File: config.mk
export PLATFORM = sky130hd
export DESIGN_NAME = elcb_ctrl
export DESIGN_NICKNAME = d
export VERILOG_FILES = /design/src/hw/rtl/elcb_pkg.sv /design/src/hw/rtl/elcb_ctrl.sv
export SDC_FILE = /design/constraint.sdc
export NUM_CORES = 1
export LEC_CHECK = 0
export BUFFER_PORTS_ARGS = -buffer_cell sky130_fd_sc_hd__buf_2
export CAP_MARGIN = 30
export CORE_MARGIN = 4
export CORE_UTILIZATION = 27
export DETAILED_ROUTE_END_ITERATION = 7
export GPL_TIMING_DRIVEN = 0
export HOLD_SLACK_MARGIN = 0.03
export PLACE_DENSITY = 0.56
export SLEW_MARGIN = 20
export SYNTH_ARGS = -nofsm -noshare
export SYNTH_HDL_FRONTEND = slang
export SYNTH_SLANG_ARGS = --single-unit
File: constraint.sdc
create_clock -name clk -period 2.8 [get_ports clk]
set_input_delay 0.56 -clock clk [delete_from_list [all_inputs] [get_ports clk]]
set_output_delay 0.56 -clock clk [all_outputs]
set_load 0.02 [all_outputs]
File: src/hw/rtl/elcb_pkg.sv
package elcb_pkg;

  localparam int VERTEX_W = 11;
  localparam int INDEX_W  = 13;
  localparam int STATUS_W = 3;
  localparam int VALUE_W  = 14;
  localparam int CMD_W    = 3;

  typedef enum logic [CMD_W-1:0] {
    CMD_ADD    = 3'd0,
    CMD_BUILD  = 3'd1,
    CMD_RD_OFF = 3'd2,
    CMD_RD_NB  = 3'd3,
    CMD_CLEAR  = 3'd4
  } cmd_code_t;

  typedef enum logic [STATUS_W-1:0] {
    ST_OK        = 3'd0,
    ST_VERT_ZERO = 3'd1,
    ST_VERT_HIGH = 3'd2,
    ST_FULL      = 3'd3,
    ST_BAD_READ  = 3'd4
  } status_code_t;

  // controller states
  typedef enum logic [3:0] {
    S_IDLE,
    S_RD_WAIT,
    S_ZERO,
    S_EDGE_RD,
    S_EDGE_CAP,
    S_END_A,
    S_END_B,
    S_PFX_RD,
    S_PFX_WR,
    S_PFX_LAST,
    S_FINISH
  } state_t;

  // datapath step selected by the controller
  typedef enum logic [3:0] {
    STEP_IDLE,
    STEP_ACCEPT,
    STEP_RD_DONE,
    STEP_ZERO,
    STEP_EDGE_RD,
    STEP_EDGE_CAP,
    STEP_END_A,
    STEP_END_B,
    STEP_PFX_RD,
    STEP_PFX_WR,
    STEP_PFX_LAST,
    STEP_FINISH
  } step_t;

  typedef struct packed {
    step_t step;
    logic  scatter;   // edge walk after the prefix sweep: place neighbours
  } dp_cmd_t;

  typedef struct packed {
    logic read_ok;    // incoming read command is in range and graph built
    logic v_over;     // vertex counter past the live vertex count
    logic edge_end;   // edge counter reached the kept edge count
  } dp_stat_t;

endpackage

File: src/hw/rtl/elcb_ctrl.sv
module elcb_ctrl import elcb_pkg::*; (
  input  logic           clk,
  input  logic           rst,
  input  logic           start,
  input  logic [CMD_W-1:0] cmd,
  input  dp_stat_t       stat,
  output logic           busy,
  output dp_cmd_t        dp_cmd
);

  state_t state, state_next;
  logic   scatter, scatter_next;

  always_ff @(posedge clk) begin
    if (rst) begin
      state   <= S_IDLE;
      scatter <= 1'b0;
    end else begin
      state   <= state_next;
      scatter <= scatter_next;
    end
  end

  // next state
  always_comb begin
    state_next   = state;
    scatter_next = scatter;
    unique case (state)
      S_IDLE: begin
        if (start) begin
          if (cmd == CMD_BUILD) begin
            state_next   = S_ZERO;
            scatter_next = 1'b0;
          end else if ((cmd == CMD_RD_OFF || cmd == CMD_RD_NB) && stat.read_ok) begin
            state_next = S_RD_WAIT;
          end
        end
      end
      S_RD_WAIT: state_next = S_IDLE;
      S_ZERO: begin
        if (stat.v_over) state_next = S_EDGE_RD;
      end
      S_EDGE_RD: begin
        if (!stat.edge_end)  state_next = S_EDGE_CAP;
        else if (scatter)    state_next = S_FINISH;
        else                 state_next = S_PFX_RD;
      end
      S_EDGE_CAP: state_next = S_END_A;
      S_END_A:    state_next = S_END_B;
      S_END_B:    state_next = S_EDGE_RD;
      S_PFX_RD: begin
        state_next = stat.v_over ? S_PFX_LAST : S_PFX_WR;
      end
      S_PFX_WR:   state_next = S_PFX_RD;
      S_PFX_LAST: begin
        state_next   = S_EDGE_RD;
        scatter_next = 1'b1;
      end
      S_FINISH:   state_next = S_IDLE;
      default:    state_next = S_IDLE;
    endcase
  end

  // outputs
  always_comb begin
    busy           = (state != S_IDLE);
    dp_cmd.scatter = scatter;
    unique case (state)
      S_IDLE:     dp_cmd.step = start ? STEP_ACCEPT : STEP_IDLE;
      S_RD_WAIT:  dp_cmd.step = STEP_RD_DONE;
      S_ZERO:     dp_cmd.step = STEP_ZERO;
      S_EDGE_RD:  dp_cmd.step = STEP_EDGE_RD;
      S_EDGE_CAP: dp_cmd.step = STEP_EDGE_CAP;
      S_END_A:    dp_cmd.step = STEP_END_A;
      S_END_B:    dp_cmd.step = STEP_END_B;
      S_PFX_RD:   dp_cmd.step = STEP_PFX_RD;
      S_PFX_WR:   dp_cmd.step = STEP_PFX_WR;
      S_PFX_LAST: dp_cmd.step = STEP_PFX_LAST;
      S_FINISH:   dp_cmd.step = STEP_FINISH;
      default:    dp_cmd.step = STEP_IDLE;
    endcase
  end

endmodule

==> impl_metrics.env <==
export IMPL_crit_path_start_kind="register"
export IMPL_critPathCaptureType="output port"
export IMPL_port_buffers=14
export IMPL_clock_skew_ps=6.31
export IMPL_path_class="reg -> out"
export IMPL_drive_gt1_frac=0.289
export IMPL_dieHeight_um=47.4
export IMPL_cp_arrival_ps=1580
export IMPL_cp_slowest_cell="dfxtp_1"
export IMPL_postCtsHoldBufs=0
export IMPL_cts_tree="built"
export IMPL_synth_compound_area_frac=0.263
export IMPL_synthTopCellsByCount="nor2_1 (7), dfxtp_1 (5), nand2_1 (5)"
export IMPL_startpoint="state[3]$_SDFFE_PP0P_"
export IMPL_p_leak_nw=0.226
export IMPL_stdcell_area_um2=534
export IMPL_post_drt_via_cell_ratio=5.14
export IMPL_finalHoldViolCount=0
export IMPL_dr_pass1_iters=4
export IMPL_core_um2=1380
export IMPL_clockBufferDepth=2
export IMPL_setup_ws_ps=658
export IMPL_syn_area_um2=419
export IMPL_yosys_area_share_simple=0.331
export IMPL_setup_tns_final_ps=0
export IMPL_dpl_worst_slack_ps=915
export IMPL_clkTransAtPathRegs_ps=50
export IMPL_start_util=0.303
export IMPL_yosysSeqAreaShare=0.239
export IMPL_synth_nets=67
export IMPL_worstSkewPairLatency_ps=250
export IMPL_synth_avg_cell_area_um2=7.23
export IMPL_postCtsSetupBuffers=0
export IMPL_drtIter0Drc=12
export IMPL_worstPathRequired_ps=2240
export IMPL_wire_per_inst_um=12.0
export IMPL_grt_met3_usage=0.0230
export IMPL_r2r_start="state[2]$_SDFFE_PP0P_"
export IMPL_ys_seq_elements=5
export IMPL_synthToLayoutAreaGrowth_pct=27.5
export IMPL_htreeDepth=1
export IMPL_grt_busiest_layer="met2"
export IMPL_hp_start="scatter$_SDFFE_PP0P_"
export IMPL_fin_nets=86
export IMPL_grt_start_max_net_pins=11
export IMPL_met1_usage=0.151
export IMPL_post_route_min_period_ps=2140
export IMPL_max_stage_delay_ps=400
export IMPL_synthCells=58
export IMPL_finalNonFillerCells=91
export IMPL_worstPathCellList="clkbuf_1 > nor2_1 > a221oi_1 > buf_2"
export IMPL_whs_ps=519
export IMPL_antenna_found_initial=0
export IMPL_finalCritPeriodShare=0.765
export IMPL_rsz0062_at_grt="no"
export IMPL_placed_cell_area_um2=508
export IMPL_ir_drop_v=0.000179
export IMPL_power_density_nw_per_um2=358
export IMPL_netlist_top_cells_area="dfxtp_1 (24%), nor2_1 (6.3%), mux2i_1 (4.8%), nand2_1 (4.5%), xnor2_1 (4.2%)"
export IMPL_path_max_fanout=10
export IMPL_cts_root_buf="clkbuf_4"
export IMPL_die_x_um=47.4
export IMPL_boundaryPins=15
export IMPL_setup_viol=0
export IMPL_synth_most_common_cell="nor2_1"
export IMPL_yosysTopAreaCell="dfxtp_1"
export IMPL_vias=468
export IMPL_rows=13
export IMPL_synth_top_family_by_area="simple AND/OR/NAND/NOR gates"
export IMPL_drt_wl_total_mm=1.09
export IMPL_grt_overflow_total=0
export IMPL_num_antenna_cells=0
export IMPL_synthMuxAreaShare=0.0478
export IMPL_track_usage=0.112
export IMPL_power_uw=191
export IMPL_synth_fa_ha_area_frac=0
export IMPL_min_path_type="reg -> reg"
export IMPL_cap_viol_max_count=0
export IMPL_drc_errors=0
export IMPL_place_hpwl_um=856
export IMPL_drtAntennaViolNets=0
export IMPL_gp_congestion=0.780
export IMPL_finish_utilization=0.386
export IMPL_slew_headroom=0.720
export IMPL_dieArea_um2=2250
export IMPL_cts_sinks=5
export IMPL_synth_top_area_frac=0.239
export IMPL_synth_xor_xnor_area_share=0.0418
export IMPL_grt_use_met2=0.152
export IMPL_drv_slew=0
export IMPL_async_flop_share=0
export IMPL_synth_edff_count=0
export IMPL_fmaxAchievable_mhz=467
export IMPL_ys_types=30
export IMPL_tightestPinTransition_ps=410
export IMPL_yosys_warnings=0
export IMPL_cts_resized_gates=0
export IMPL_cts_buffers=3
export IMPL_status="complete, no violations"
export IMPL_grt_pass1_vias=401
export IMPL_yosys_most_used_dff="dfxtp_1"
export IMPL_dp_cells=87
export IMPL_grt_pass1_wl_mm=1.67
cell usage in the layout, fill, tap and decap left out, drive strengths merged, types with 2 or more instances in the layout:
cell type | synthesis | final
nand3 | 3 | 3
clkbuf | 1 | 5
a221oi | 2 | 2
nand2 | 5 | 5
nor3 | 2 | 2
buf | 4 | 18
nor2 | 7 | 7
a31oi | 2 | 2
xnor2 | 2 | 2
a21oi | 3 | 3
nor2b | 2 | 2
mux2i | 2 | 2
dfxtp | 5 | 5
nor4 | 2 | 2
o21ai | 4 | 4
and2 | 2 | 2
layer usage:
metal | routed length [µm] | share of wire | vias to the layer above
li1 | - | - | 246
met1 | 555 | 0.51 | 210
met2 | 481 | 0.44 | 10
met3 | 50 | 0.046 | 2
met4 | 8 | 0.0073 | 0
met5 | 0 | 0 | -
where the power goes:
group	internal (mW)	switching (mW)
clock network	0.0541	0.0323
registers	0.0721	0.000759
logic	0.0146	0.0177
total	0.141	0.0507
sequential cells by signal (all words and copies together), names as in the netlist:
| register | cells |
|---|---|
| scatter | 1 |
| state | 4 |
final timing paths:
kind         depth (start not counted)                    end  slack, ps
max                                  4              dp_cmd[1]        660
min                                  2   scatter$_SDFFE_PP0P_        520
max reg2reg                          5  state[1]$_SDFFE_PP0P_       1400
min reg2reg                          2   scatter$_SDFFE_PP0P_        520
cell type report:
| class | instances | area (µm²) |
|---|---|---|
| fill | 151 | 848 |
| multi-input combinational | 47 | 287 |
| sequential | 5 | 100 |
| timing repair buffer | 14 | 70.1 |
| buffer | 5 | 28.8 |
| clock buffer | 4 | 26.3 |
| tap | 15 | 18.8 |
| inverter | 1 | 3.75 |
worst max-delay path: cells and delay by family, from the launching register on:
kind,cells,cell delay (ps)
simple gates,1,90
buf+inv,2,570
flops,1,400
compound gates,1,270
logic make-up after synthesis:
group           count (synthesis)
buf+inv                         6
compound gates                 16
flops                           5
simple gates                   27
mux                             2
xor+xnor                        2
(Power assumes the default switching activity.)
